<file path="src/hw/rtl/krcb_pkg.sv">
// Shared types and constants of the key repeat and cursor blink block.
`default_nettype none
package krcb_pkg;

    localparam int unsigned DATA_W  = 8;
    localparam int unsigned INDEX_W = 2;

    localparam logic [INDEX_W-1:0] REG_INITIAL_DELAY   = 2'd0;
    localparam logic [INDEX_W-1:0] REG_REPEAT_INTERVAL = 2'd1;
    localparam logic [INDEX_W-1:0] REG_FLASH_PERIOD    = 2'd2;
    localparam logic [INDEX_W-1:0] REG_SCREEN_COLOUR   = 2'd3;

    localparam logic [DATA_W-1:0] RST_INITIAL_DELAY   = 8'd20;
    localparam logic [DATA_W-1:0] RST_REPEAT_INTERVAL = 8'd4;
    localparam logic [DATA_W-1:0] RST_FLASH_PERIOD    = 8'd16;
    localparam logic [DATA_W-1:0] RST_SCREEN_COLOUR   = 8'd0;

    localparam logic [DATA_W-1:0] KEY_NONE      = 8'd0;
    localparam logic [DATA_W-1:0] UPPER_BELOW   = 8'd64;
    localparam logic [DATA_W-1:0] UPPER_ABOVE   = 8'd91;
    localparam logic [DATA_W-1:0] CASE_OFFSET   = 8'd32;
    localparam logic [DATA_W-1:0] BLINK_TOGGLE  = 8'd128;

    typedef struct packed {
        logic [DATA_W-1:0] initial_delay;
        logic [DATA_W-1:0] repeat_interval;
        logic [DATA_W-1:0] flash_period;
        logic [DATA_W-1:0] screen_colour;
    } cfg_t;

    typedef struct packed {
        logic              key_valid;
        logic [DATA_W-1:0] key_code;
        logic [DATA_W-1:0] cursor_attr;
    } res_t;

    function automatic logic [DATA_W-1:0] fold_case(input logic [DATA_W-1:0] c);
        if (c > UPPER_BELOW && c < UPPER_ABOVE) begin
            return c + CASE_OFFSET;
        end
        return c;
    endfunction

endpackage
`default_nettype wire

</file>
<file path="src/hw/rtl/krcb_cfg.sv">
// Configuration register file of the key repeat and cursor blink block.
`default_nettype none
module krcb_cfg (
    input  wire logic                          aclk,
    input  wire logic                          aresetn,
    input  wire logic                          wr_en,
    input  wire logic [krcb_pkg::INDEX_W-1:0]  wr_index,
    input  wire logic [krcb_pkg::DATA_W-1:0]   wr_data,
    output krcb_pkg::cfg_t                     cfg
);

    krcb_pkg::cfg_t cfg_reg;
    krcb_pkg::cfg_t cfg_next;

    always_comb begin
        cfg_next = cfg_reg;
        if (wr_en) begin
            unique case (wr_index)
                krcb_pkg::REG_INITIAL_DELAY:   cfg_next.initial_delay   = wr_data;
                krcb_pkg::REG_REPEAT_INTERVAL: cfg_next.repeat_interval = wr_data;
                krcb_pkg::REG_FLASH_PERIOD:    cfg_next.flash_period    = wr_data;
                krcb_pkg::REG_SCREEN_COLOUR:   cfg_next.screen_colour   = wr_data;
                default:                       cfg_next = cfg_reg;
            endcase
        end
    end

    always_ff @(posedge aclk) begin
        if (!aresetn) begin
            cfg_reg.initial_delay   <= krcb_pkg::RST_INITIAL_DELAY;
            cfg_reg.repeat_interval <= krcb_pkg::RST_REPEAT_INTERVAL;
            cfg_reg.flash_period    <= krcb_pkg::RST_FLASH_PERIOD;
            cfg_reg.screen_colour   <= krcb_pkg::RST_SCREEN_COLOUR;
        end else begin
            cfg_reg <= cfg_next;
        end
    end

    assign cfg = cfg_reg;

endmodule
`default_nettype wire

</file>
<file path="src/hw/rtl/krcb_core.sv">
// Poll state update: key repeat countdown, held key and cursor blink.
`default_nettype none
module krcb_core (
    input  wire logic                        aclk,
    input  wire logic                        aresetn,
    input  wire krcb_pkg::cfg_t              cfg,
    input  wire logic                        step,
    input  wire logic [krcb_pkg::DATA_W-1:0] key,
    output krcb_pkg::res_t                   res
);

    logic [krcb_pkg::DATA_W-1:0] held_key_reg, held_key_next;
    logic [krcb_pkg::DATA_W-1:0] repeat_count_reg, repeat_count_next;
    logic [krcb_pkg::DATA_W-1:0] flash_count_reg, flash_count_next;
    logic [krcb_pkg::DATA_W-1:0] attr_reg, attr_next;
    logic                        awaiting_reg, awaiting_next;
    logic                        deliver;
    logic [krcb_pkg::DATA_W-1:0] repeat_dec;
    logic [krcb_pkg::DATA_W-1:0] flash_dec;

    assign repeat_dec = repeat_count_reg - 8'd1;
    assign flash_dec  = flash_count_reg - 8'd1;

    always_comb begin
        deliver           = 1'b0;
        repeat_count_next = repeat_count_reg;
        awaiting_next     = awaiting_reg;
        held_key_next     = held_key_reg;
        flash_count_next  = flash_count_reg;
        attr_next         = attr_reg;

        if (awaiting_reg) begin
            if (key == krcb_pkg::KEY_NONE) begin
                repeat_count_next = cfg.initial_delay;
            end else begin
                deliver = 1'b1;
            end
        end else begin
            priority if (key == krcb_pkg::KEY_NONE) begin
                repeat_count_next = cfg.initial_delay;
                awaiting_next     = 1'b1;
            end else if (krcb_pkg::fold_case(key) == krcb_pkg::fold_case(held_key_reg)) begin
                if (repeat_dec == '0) begin
                    repeat_count_next = cfg.repeat_interval;
                    awaiting_next     = 1'b1;
                end else begin
                    repeat_count_next = repeat_dec;
                end
            end else begin
                repeat_count_next = cfg.initial_delay;
                deliver           = 1'b1;
            end
        end

        if (deliver) begin
            held_key_next    = key;
            awaiting_next    = 1'b0;
            attr_next        = cfg.screen_colour;
            flash_count_next = cfg.flash_period;
        end else if (flash_dec == '0) begin
            attr_next        = attr_reg ^ krcb_pkg::BLINK_TOGGLE;
            flash_count_next = cfg.flash_period;
        end else begin
            flash_count_next = flash_dec;
        end
    end

    always_ff @(posedge aclk) begin
        if (!aresetn) begin
            held_key_reg     <= krcb_pkg::KEY_NONE;
            repeat_count_reg <= krcb_pkg::RST_INITIAL_DELAY;
            flash_count_reg  <= krcb_pkg::RST_FLASH_PERIOD;
            attr_reg         <= krcb_pkg::RST_SCREEN_COLOUR;
            awaiting_reg     <= 1'b0;
        end else if (step) begin
            held_key_reg     <= held_key_next;
            repeat_count_reg <= repeat_count_next;
            flash_count_reg  <= flash_count_next;
            attr_reg         <= attr_next;
            awaiting_reg     <= awaiting_next;
        end
    end

    assign res.key_valid   = deliver;
    assign res.key_code    = deliver ? key : krcb_pkg::KEY_NONE;
    assign res.cursor_attr = attr_next;

endmodule
`default_nettype wire

</file>
<file path="src/hw/rtl/krcb_outq.sv">
// Result register with a skid stage, so that a poll is taken while a result waits.
`default_nettype none
module krcb_outq (
    input  wire logic           aclk,
    input  wire logic           aresetn,
    input  wire logic           push,
    input  wire krcb_pkg::res_t push_res,
    output logic                can_push,
    output logic                out_valid,
    input  wire logic           out_ready,
    output krcb_pkg::res_t      out_res
);

    logic           head_valid_reg, head_valid_next;
    logic           skid_valid_reg, skid_valid_next;
    krcb_pkg::res_t head_reg, head_next;
    krcb_pkg::res_t skid_reg, skid_next;
    logic           pop;

    assign pop = head_valid_reg && out_ready;

    always_comb begin
        head_valid_next = head_valid_reg;
        skid_valid_next = skid_valid_reg;
        head_next       = head_reg;
        skid_next       = skid_reg;
        if (push) begin
            if (!head_valid_reg || pop) begin
                head_valid_next = 1'b1;
                head_next       = push_res;
            end else begin
                skid_valid_next = 1'b1;
                skid_next       = push_res;
            end
        end else if (pop) begin
            if (skid_valid_reg) begin
                head_next       = skid_reg;
                skid_valid_next = 1'b0;
            end else begin
                head_valid_next = 1'b0;
            end
        end
    end

    always_ff @(posedge aclk) begin
        if (!aresetn) begin
            head_valid_reg <= 1'b0;
            skid_valid_reg <= 1'b0;
        end else begin
            head_valid_reg <= head_valid_next;
            skid_valid_reg <= skid_valid_next;
        end
        head_reg <= head_next;
        skid_reg <= skid_next;
    end

    assign can_push  = !skid_valid_reg;
    assign out_valid = head_valid_reg;
    assign out_res   = head_reg;

endmodule
`default_nettype wire

</file>
<file path="src/hw/rtl/key_repeat_cursor_blink.sv">
// Top level of the keyboard typematic repeat with blinking cursor attribute.
//
//  Channel   Direction  Handshake          Payload
//  s_        in         s_valid/s_ready    s_pressed_key
//  m_        out        m_valid/m_ready    m_key_valid, m_key_code, m_cursor_attr
//  cfg_wr_   in         cfg_wr_en only     cfg_wr_index, cfg_wr_data
//
// One poll is taken per cycle while s_ready is high; its result reaches m_ registered.
// The state update is a single pass of logic from the poll into a two-entry result buffer.
// A stalled m_ side is absorbed by the skid entry; s_ready falls only once both are full.
// Synchronous reset empties the buffer and returns state and registers to their defaults.
`default_nettype none
module key_repeat_cursor_blink (
    input  wire logic                          aclk,
    input  wire logic                          aresetn,
    input  wire logic                          s_valid,
    output logic                               s_ready,
    input  wire logic [krcb_pkg::DATA_W-1:0]   s_pressed_key,
    output logic                               m_valid,
    input  wire logic                          m_ready,
    output logic                               m_key_valid,
    output logic [krcb_pkg::DATA_W-1:0]        m_key_code,
    output logic [krcb_pkg::DATA_W-1:0]        m_cursor_attr,
    input  wire logic                          cfg_wr_en,
    input  wire logic [krcb_pkg::INDEX_W-1:0]  cfg_wr_index,
    input  wire logic [krcb_pkg::DATA_W-1:0]   cfg_wr_data
);

    krcb_pkg::cfg_t cfg;
    krcb_pkg::res_t step_res;
    krcb_pkg::res_t out_res;
    logic           step;

    assign step = s_valid && s_ready;

    krcb_cfg u_cfg (
        .aclk     (aclk),
        .aresetn  (aresetn),
        .wr_en    (cfg_wr_en),
        .wr_index (cfg_wr_index),
        .wr_data  (cfg_wr_data),
        .cfg      (cfg)
    );

    krcb_core u_core (
        .aclk    (aclk),
        .aresetn (aresetn),
        .cfg     (cfg),
        .step    (step),
        .key     (s_pressed_key),
        .res     (step_res)
    );

    krcb_outq u_outq (
        .aclk      (aclk),
        .aresetn   (aresetn),
        .push      (step),
        .push_res  (step_res),
        .can_push  (s_ready),
        .out_valid (m_valid),
        .out_ready (m_ready),
        .out_res   (out_res)
    );

    assign m_key_valid   = out_res.key_valid;
    assign m_key_code    = out_res.key_code;
    assign m_cursor_attr = out_res.cursor_attr;

endmodule
`default_nettype wire

</file>
<file path="config.mk">
export PLATFORM = sky130hd
export DESIGN_NAME = key_repeat_cursor_blink
export DESIGN_NICKNAME = d
export VERILOG_FILES = /design/src/hw/rtl/krcb_pkg.sv /design/src/hw/rtl/krcb_cfg.sv /design/src/hw/rtl/krcb_core.sv /design/src/hw/rtl/krcb_outq.sv /design/src/hw/rtl/key_repeat_cursor_blink.sv
export SDC_FILE = /design/constraint.sdc
export NUM_CORES = 1
export LEC_CHECK = 0
export BUFFER_PORTS_ARGS = -buffer_cell sky130_fd_sc_hd__buf_2
export CAP_MARGIN = 5
export CORE_MARGIN = 3
export CORE_UTILIZATION = 25
export CTS_BUF_LIST = sky130_fd_sc_hd__clkbuf_4
export CTS_CLUSTER_DIAMETER = 80
export DETAILED_ROUTE_END_ITERATION = 10
export GPL_ROUTABILITY_DRIVEN = 0
export PLACE_DENSITY = 0.46
export SLEW_MARGIN = 10
export SYNTH_ARGS = -nofsm -noshare
export SYNTH_HDL_FRONTEND = slang
export SYNTH_SLANG_ARGS = --single-unit
</file>
<file path="constraint.sdc">
create_clock -name aclk -period 8.6 [get_ports aclk]
set_input_delay 1.72 -clock aclk [delete_from_list [all_inputs] [get_ports aclk]]
set_output_delay 1.72 -clock aclk [all_outputs]
set_load 0.01 [all_outputs]
</file>
==> flow_summary_export.csv, run 1 <==
group,metric,value,unit
status,run_status,"finished clean",
clock_network,path_clk_slew,0.15,ns
clock_network,cts_root_buf,"clkbuf_4",
timing,rsz0062_at_grt,"false",
synthesis,synth_nets,520,
timing,hold_viol,0,
clock_network,cts_setup_buffers,0,
drt,drc_errors,0,
synthesis,synth_area,4710,sq um
setup_path,path_buf_inv,3,
synthesis,seq_area_frac_synth,50.1,%
grt,grt_usage,11.5,%
timing,clock.fmax,254,MHz
grt,grt_max_degree,45,
finish,nFillCells,1924,
setup_path,crit_type,"in2reg",
finish,syn_to_final_growth,12.5,%
power_and_ir_drop,power.density,173,nW/um^2
grt,top_usage_layer,"met2",
setup_path,cp_max_fo,15,
drt,ant_nets,0,
timing,slew_headroom,31.4,%
grt,grt_pass1_vias,3545,
setup_path,max_stage_delay,0.38,ns
grt,use_met1,15.3,%
floorplanning,chipHeight,143,um
setup_path,path_cells,"buf_2 > ha_1 > nor3_1 > a31oi_1 > xnor2_1 > nor4_4 > buf_4 > or2_4 > inv_2 > mux2_2 > mux2_2",
setup_path,startpoint_type,"input port",
floorplanning,dieArea,20500,sq um
power_and_ir_drop,ir_worst_vdd,73.6,uV
timing,min_period,3.93,ns
finish,nets,550,
floorplanning,fp.dieW,143,um
setup_path,cpLargestDelayFamily,"multiplexers",
clock_network,postCtsHoldBufs,0,
clock_network,cts_resized,0,
setup_path,cp_slowest_cell,"mux2_2",
clock_network,cts_buffers,9,
finish,largest_reg_flops,32,
placement,hpwl,7850,um
grt,overflow,0,
grt,use_met2,18.5,%
finish,layout.cells.non_filler,756,
synthesis,synth_cells,491,
setup_path,crit_arrival,4.18,ns
drt,routed_wl,11300,um
finish,drive_above_1_share,17.5,%
run,cap_violations,0,
synthesis,ys_ff_latch,101,
placement,placedCellCount,739,
grt,antenna_found_initial,1,
clock_network,clockBufferDepth,2,
setup_path,cp-end-kind,"flip-flop",
power_and_ir_drop,p_leak,0.00201,uW
synthesis,synth-edff-count,34,
timing,worst_pin_slew,1.03,ns
placement,numPortBuffers,41,
drt,dr.pass1.iters,4,
setup_path,crit_path_frequent_cell,"mux2_2",
drt,vias,3592,
timing,finalClockSkew,0.0274,ns
drt,drtIter0Drc,206,
synthesis,post_synth_num_cell_types,61,
clock_network,cts_max_level,3,
synthesis,synthFlopType,"dfxtp_1",
clock_network,cts_tree,"yes",
timing,setup_viol,0,
grt,grt_pass1_wl,18400,um
synthesis,yosysWarnings,0,
grt,met3_usage,2.96,%
timing,maxSlewViolCount,0,
clock_network,clkLatencyLatePin,0.48,ns
floorplanning,std_cell_rows,49,
floorplanning,core_area,18300,sq um
synthesis,syn_area_per_cell,9.60,sq um
clock_network,cts_sinks,101,
hold_path,min_path_type,"reg2reg",
timing,fin_crit_sh,45.7,%
floorplanning,pin_count,42,
timing,tns,0,ns
setup_path,worst_ep_required_time,8.85,ns
floorplanning,initial_utilization,25.8,%
synthesis,synthArstFlopShare,0,%
drt,wl_per_cell,15.0,um
setup_path,r2r_slack,5.35,ns
drt,routed_via_density,4.75,
## power breakdown
part           total (uW)  switching [uW]  internal, uW
clock                 284             162           121
combinational         105            64.9          40.2
sequential            529            14.0           515
## kinds of logic (layout without fill, tap and decap cells)
kind of cell	after synthesis	in the layout	share of synthesized area, %
multiplexers	32	32	8.12
AND/OR/NAND/NOR	192	192	19.2
AO/OA/AOI/OAI	102	102	14.2
adder cells (fa/ha/maj)	6	6	1.59
other	0	1	0
buffers and inverters	41	76	3.64
XOR/XNOR	17	17	3.16
flip-flops	101	101	50.1
## area by class of cell
| cell class | count | area [sq um] | share of cell area (%) |
|---|---|---|---|
| Sequential cell | 101 | 2360 | 44.5 |
| Multi-Input combinational cell | 349 | 2190 | 41.3 |
| Tap cell | 229 | 287 | 5.40 |
| Timing Repair Buffer | 47 | 250 | 4.72 |
| Clock inverter | 6 | 86.3 | 1.63 |
| Clock buffer | 10 | 75.1 | 1.42 |
| Inverter | 13 | 48.8 | 0.920 |
| Antenna cell | 1 | 2.50 | 0.0472 |
## path summary, 6_finish.rpt
| check | start | to | depth (start not counted) |
|---|---|---|---|
| min | u_cfg.cfg[23] | u_cfg.cfg[23] | 2 |
| max reg2reg | u_core.held_key_reg[1] | u_outq.out_res[5] | 10 |
| min reg2reg | u_cfg.cfg[23] | u_cfg.cfg[23] | 2 |
| max | s_pressed_key[5] | u_outq.out_res[6] | 11 |
## cells in the mapped netlist (3+ instances only)
cell type | count | area, sq um
a211oi_1 | 5 | 37.5
a21o_1 | 3 | 22.5
a21oi_1 | 30 | 150
a22o_1 | 8 | 70.1
a31oi_1 | 4 | 25.0
buf_1 | 3 | 11.3
clkbuf_1 | 21 | 78.8
dfxtp_1 | 67 | 1340
edfxtp_1 | 34 | 1020
ha_1 | 6 | 75.1
inv_1 | 12 | 45.0
mux2_4 | 12 | 180
mux2i_1 | 18 | 180
nand2_1 | 86 | 323
nand3_1 | 28 | 140
nand4_1 | 7 | 43.8
nor2_1 | 35 | 131
nor2b_1 | 7 | 43.8
nor3_1 | 4 | 20.0
o211ai_1 | 3 | 22.5
o21ai_0 | 23 | 115
o21bai_1 | 3 | 22.5
o311ai_0 | 3 | 26.3
o31ai_1 | 5 | 37.5
or3_1 | 4 | 25.0
or4_1 | 3 | 22.5
xnor2_1 | 10 | 87.6
xor2_1 | 7 | 61.3
## layout by cell type, fill, tap and decap left out, drive strengths merged, types with 2 or more instances in the layout
| cell | instances |
|---|---|
| or4 | 4 |
| ha | 6 |
| or2 | 3 |
| dfxtp | 67 |
| clkbuf | 10 |
| nand2 | 86 |
| inv | 14 |
| buf | 47 |
| nor3 | 4 |
| a21o | 3 |
| o21ai | 24 |
| a21oi | 31 |
| o21bai | 3 |
| or3 | 4 |
| and2 | 2 |
| nor2b | 7 |
| nand3 | 28 |
| nand3b | 2 |
| nand4 | 7 |
| mux2i | 18 |
| a31oi | 4 |
| edfxtp | 34 |
| o31ai | 6 |
| mux2 | 14 |
| nor4 | 4 |
| a211oi | 5 |
| o311ai | 3 |
| o211ai | 3 |
| nor2 | 35 |
| clkinv | 2 |
| a2111oi | 2 |
| xnor2 | 10 |
| a22o | 8 |
| bufinv | 2 |
| xor2 | 7 |
## worst reg2reg max path: cells and delay by family (launching register included)
kind | cells | cell delay [ns]
XOR/XNOR | 1 | 0.17
AND/OR/NAND/NOR | 3 | 1.13
AO/OA/AOI/OAI | 2 | 0.32
flip-flops | 1 | 0.38
multiplexers | 2 | 0.58
buffers and inverters | 2 | 0.42
## routing by layer
metal  up-vias  wire length, um
met4         0              145
met1      1695             5430
met2        80             5130
li1       1807                -
met5         -                0
met3        10              626
## through the flow
step | util, % | hold slack (ns) | cell area, sq um | setup slack [ns] | total power (uW)
after floorplan | - | 0.433 | 4710 | 4.58 | 606
after global placement | 28.1 | 0.447 | 5140 | 4.20 | 645
after detailed placement | 28.1 | 0.449 | 5140 | 4.16 | 647
after CTS | 29.0 | 0.472 | 5300 | 4.71 | 933
after global routing | 29.0 | 0.491 | 5300 | 4.52 | 966
final | 29.0 | 0.470 | 5300 | 4.67 | 918
Note: power is estimated with default switching activity, not from simulation.
==> inputs of run 2 (changes only) <==
- PLACE_DENSITY: 0.46 -> 0.47
- clock period: 8.6 -> 3.3 ns (I/O delays scaled with it)
==> run 2 against run 1 <==
Effect of this change:
- clock power grew 110%
- routed wire length grew 0.90%
- power grew 150%
- clock skew shrank 0.0058 ns
- clock-buffer cell count grew 1
- hold slack lost 0.11 ns
- cell count grew 1.2%
- register-to-register slack lost 5.0 ns
- worst setup slack lost 4.3 ns
- sequential power grew to 2.6 times the previous value
- via count grew 2.1%
- critical path type is now reg2reg
==> flow_summary_export.csv, run 2 (synthesis gave the netlist of run 1 again) <==
group,metric,value,unit
setup_path,crit_type,"reg2reg",
timing,worst_pin_slew,0.900,ns
power_and_ir_drop,power.density,422,nW/um^2
floorplanning,initial_utilization,25.8,%
drt,ant_nets,0,
drt,dr.pass1.iters,5,
clock_network,cts_root_buf,"clkbuf_4",
setup_path,crit_path_frequent_cell,"mux2_2",
finish,nFillCells,1917,
timing,setup_viol,0,
clock_network,cts_setup_buffers,0,
clock_network,clkLatencyLatePin,0.48,ns
finish,final_cell_mix,"nand2_1, dfxtp_1, buf_2",
power_and_ir_drop,p_leak,0.00204,uW
drt,wl_per_cell,14.9,um
timing,tns,0,ns
status,run_status,"finished clean",
placement,hpwl,8290,um
floorplanning,fp.dieW,143,um
timing,fin_crit_sh,89.6,%
drt,routed_wl,11400,um
setup_path,startpoint_type,"flip-flop",
timing,hold_viol,0,
clock_network,clockBufferDepth,2,
drt,routed_via_density,4.79,
finish,syn_to_final_growth,13.1,%
power_and_ir_drop,ir_worst_vdd,151,uV
setup_path,rr_worst_depth,9,
timing,setup_slack,0.344,ns
placement,numPortBuffers,41,
drt,drtIter0Drc,281,
finish,diodes,0,
finish,nets,560,
setup_path,path_cells,"ha_1 > or3_1 > o31ai_2 > xnor2_1 > nor4_4 > or2_4 > inv_2 > mux2_2 > mux2_2",
clock_network,cts_max_level,3,
timing,min_period,2.96,ns
grt,grt_max_degree,37,
floorplanning,chipHeight,143,um
grt,grt_pass1_wl,19000,um
timing,slew_headroom,39.4,%
drt,drc_errors,0,
run,cap_violations,0,
clock_network,path_clk_slew,0.16,ns
finish,drive_above_1_share,19.0,%
setup_path,cp_slowest_cell,"dfxtp_1",
finish,largest_reg_flops,32,
setup_path,crit_arrival,3.20,ns
placement,pre_cts_slack,0.177,ns
clock_network,cts_resized,0,
finish,final_common_cell,"nand2_1",
setup_path,worst_ep_required_time,3.55,ns
timing,clock.fmax,338,MHz
setup_path,max_stage_delay,0.47,ns
clock_network,cts_buffers,9,
floorplanning,core_area,18300,sq um
setup_path,cp-end-kind,"flip-flop",
clock_network,cts_sinks,101,
hold_path,min_path_type,"in2reg",
grt,grt_usage,11.8,%
clock_network,postCtsHoldBufs,0,
floorplanning,dieArea,20500,sq um
floorplanning,pin_count,42,
hold_path,holdPathStages,2,
finish,ff_latch_area,2360,sq um
floorplanning,std_cell_rows,49,
timing,rsz0062_at_grt,"false",
grt,overflow,0,
timing,finalClockSkew,0.0216,ns
finish,final_area,5330,sq um
grt,antenna_found_initial,0,
timing,maxSlewViolCount,0,
setup_path,cp_max_fo,11,
grt,grt_pass1_vias,3581,
placement,placed_area,5210,sq um
drt,vias,3667,
clock_network,cts_tree,"yes",
finish,multi_input_area,2190,sq um
[run 2: per-layer routing]
metal / GRT usage (%) / wire length (um)
met1: 16.5 / 5590
met2: 18.3 / 5050
met3: 3.00 / 658
met4: 3.42 / 138
met5: 0 / 0
[run 2: report_power, final]
group          switching (uW)  internal (uW)
clock                     419            172
combinational             172            111
sequential               35.7           1340
total                     627           1620
[run 2: worst paths after layout]
kind / start / slack, ns / end
worst max register to register: u_core.held_key_reg[6] / 0.34 / u_outq.out_res[6]
worst min-delay path: m_ready / 0.36 / u_outq.skid_valid_reg
worst max-delay path: u_core.held_key_reg[6] / 0.34 / u_outq.out_res[6]
worst min register to register: u_core.attr_reg[5] / 0.47 / u_core.attr_reg[5]
[run 2: critical path, delay by kind of cell (launching register included)]
kind,cells,cell delay (ns)
buffers and inverters,1,0.21
multiplexers,2,0.64
AND/OR/NAND/NOR,3,0.69
flip-flops,1,0.47
adder cells (fa/ha/maj),1,0.26
AO/OA/AOI/OAI,1,0.23
XOR/XNOR,1,0.21
[run 2: metrics by stage]
step                cells  hold slack [ns]  util, %  total power [uW]
global placement      749            0.443     28.5              1690
global route          765            0.326     29.2              2390
floorplan             491            0.433        -              1580
CTS                   765            0.310     29.2              2300
finish                765            0.362     29.2              2250
detailed placement    749            0.453     28.5              1690
[run 2: area by class of cell]
type                       instances  share of cell area (%)
clock buffer                      11                    1.55
clock inverter                     5                   0.657
sequential                       101                    44.3
timing repair buffer              57                    6.10
multi-input combinational        349                    41.1
tap                              229                    5.37
inverter                          13                   0.915
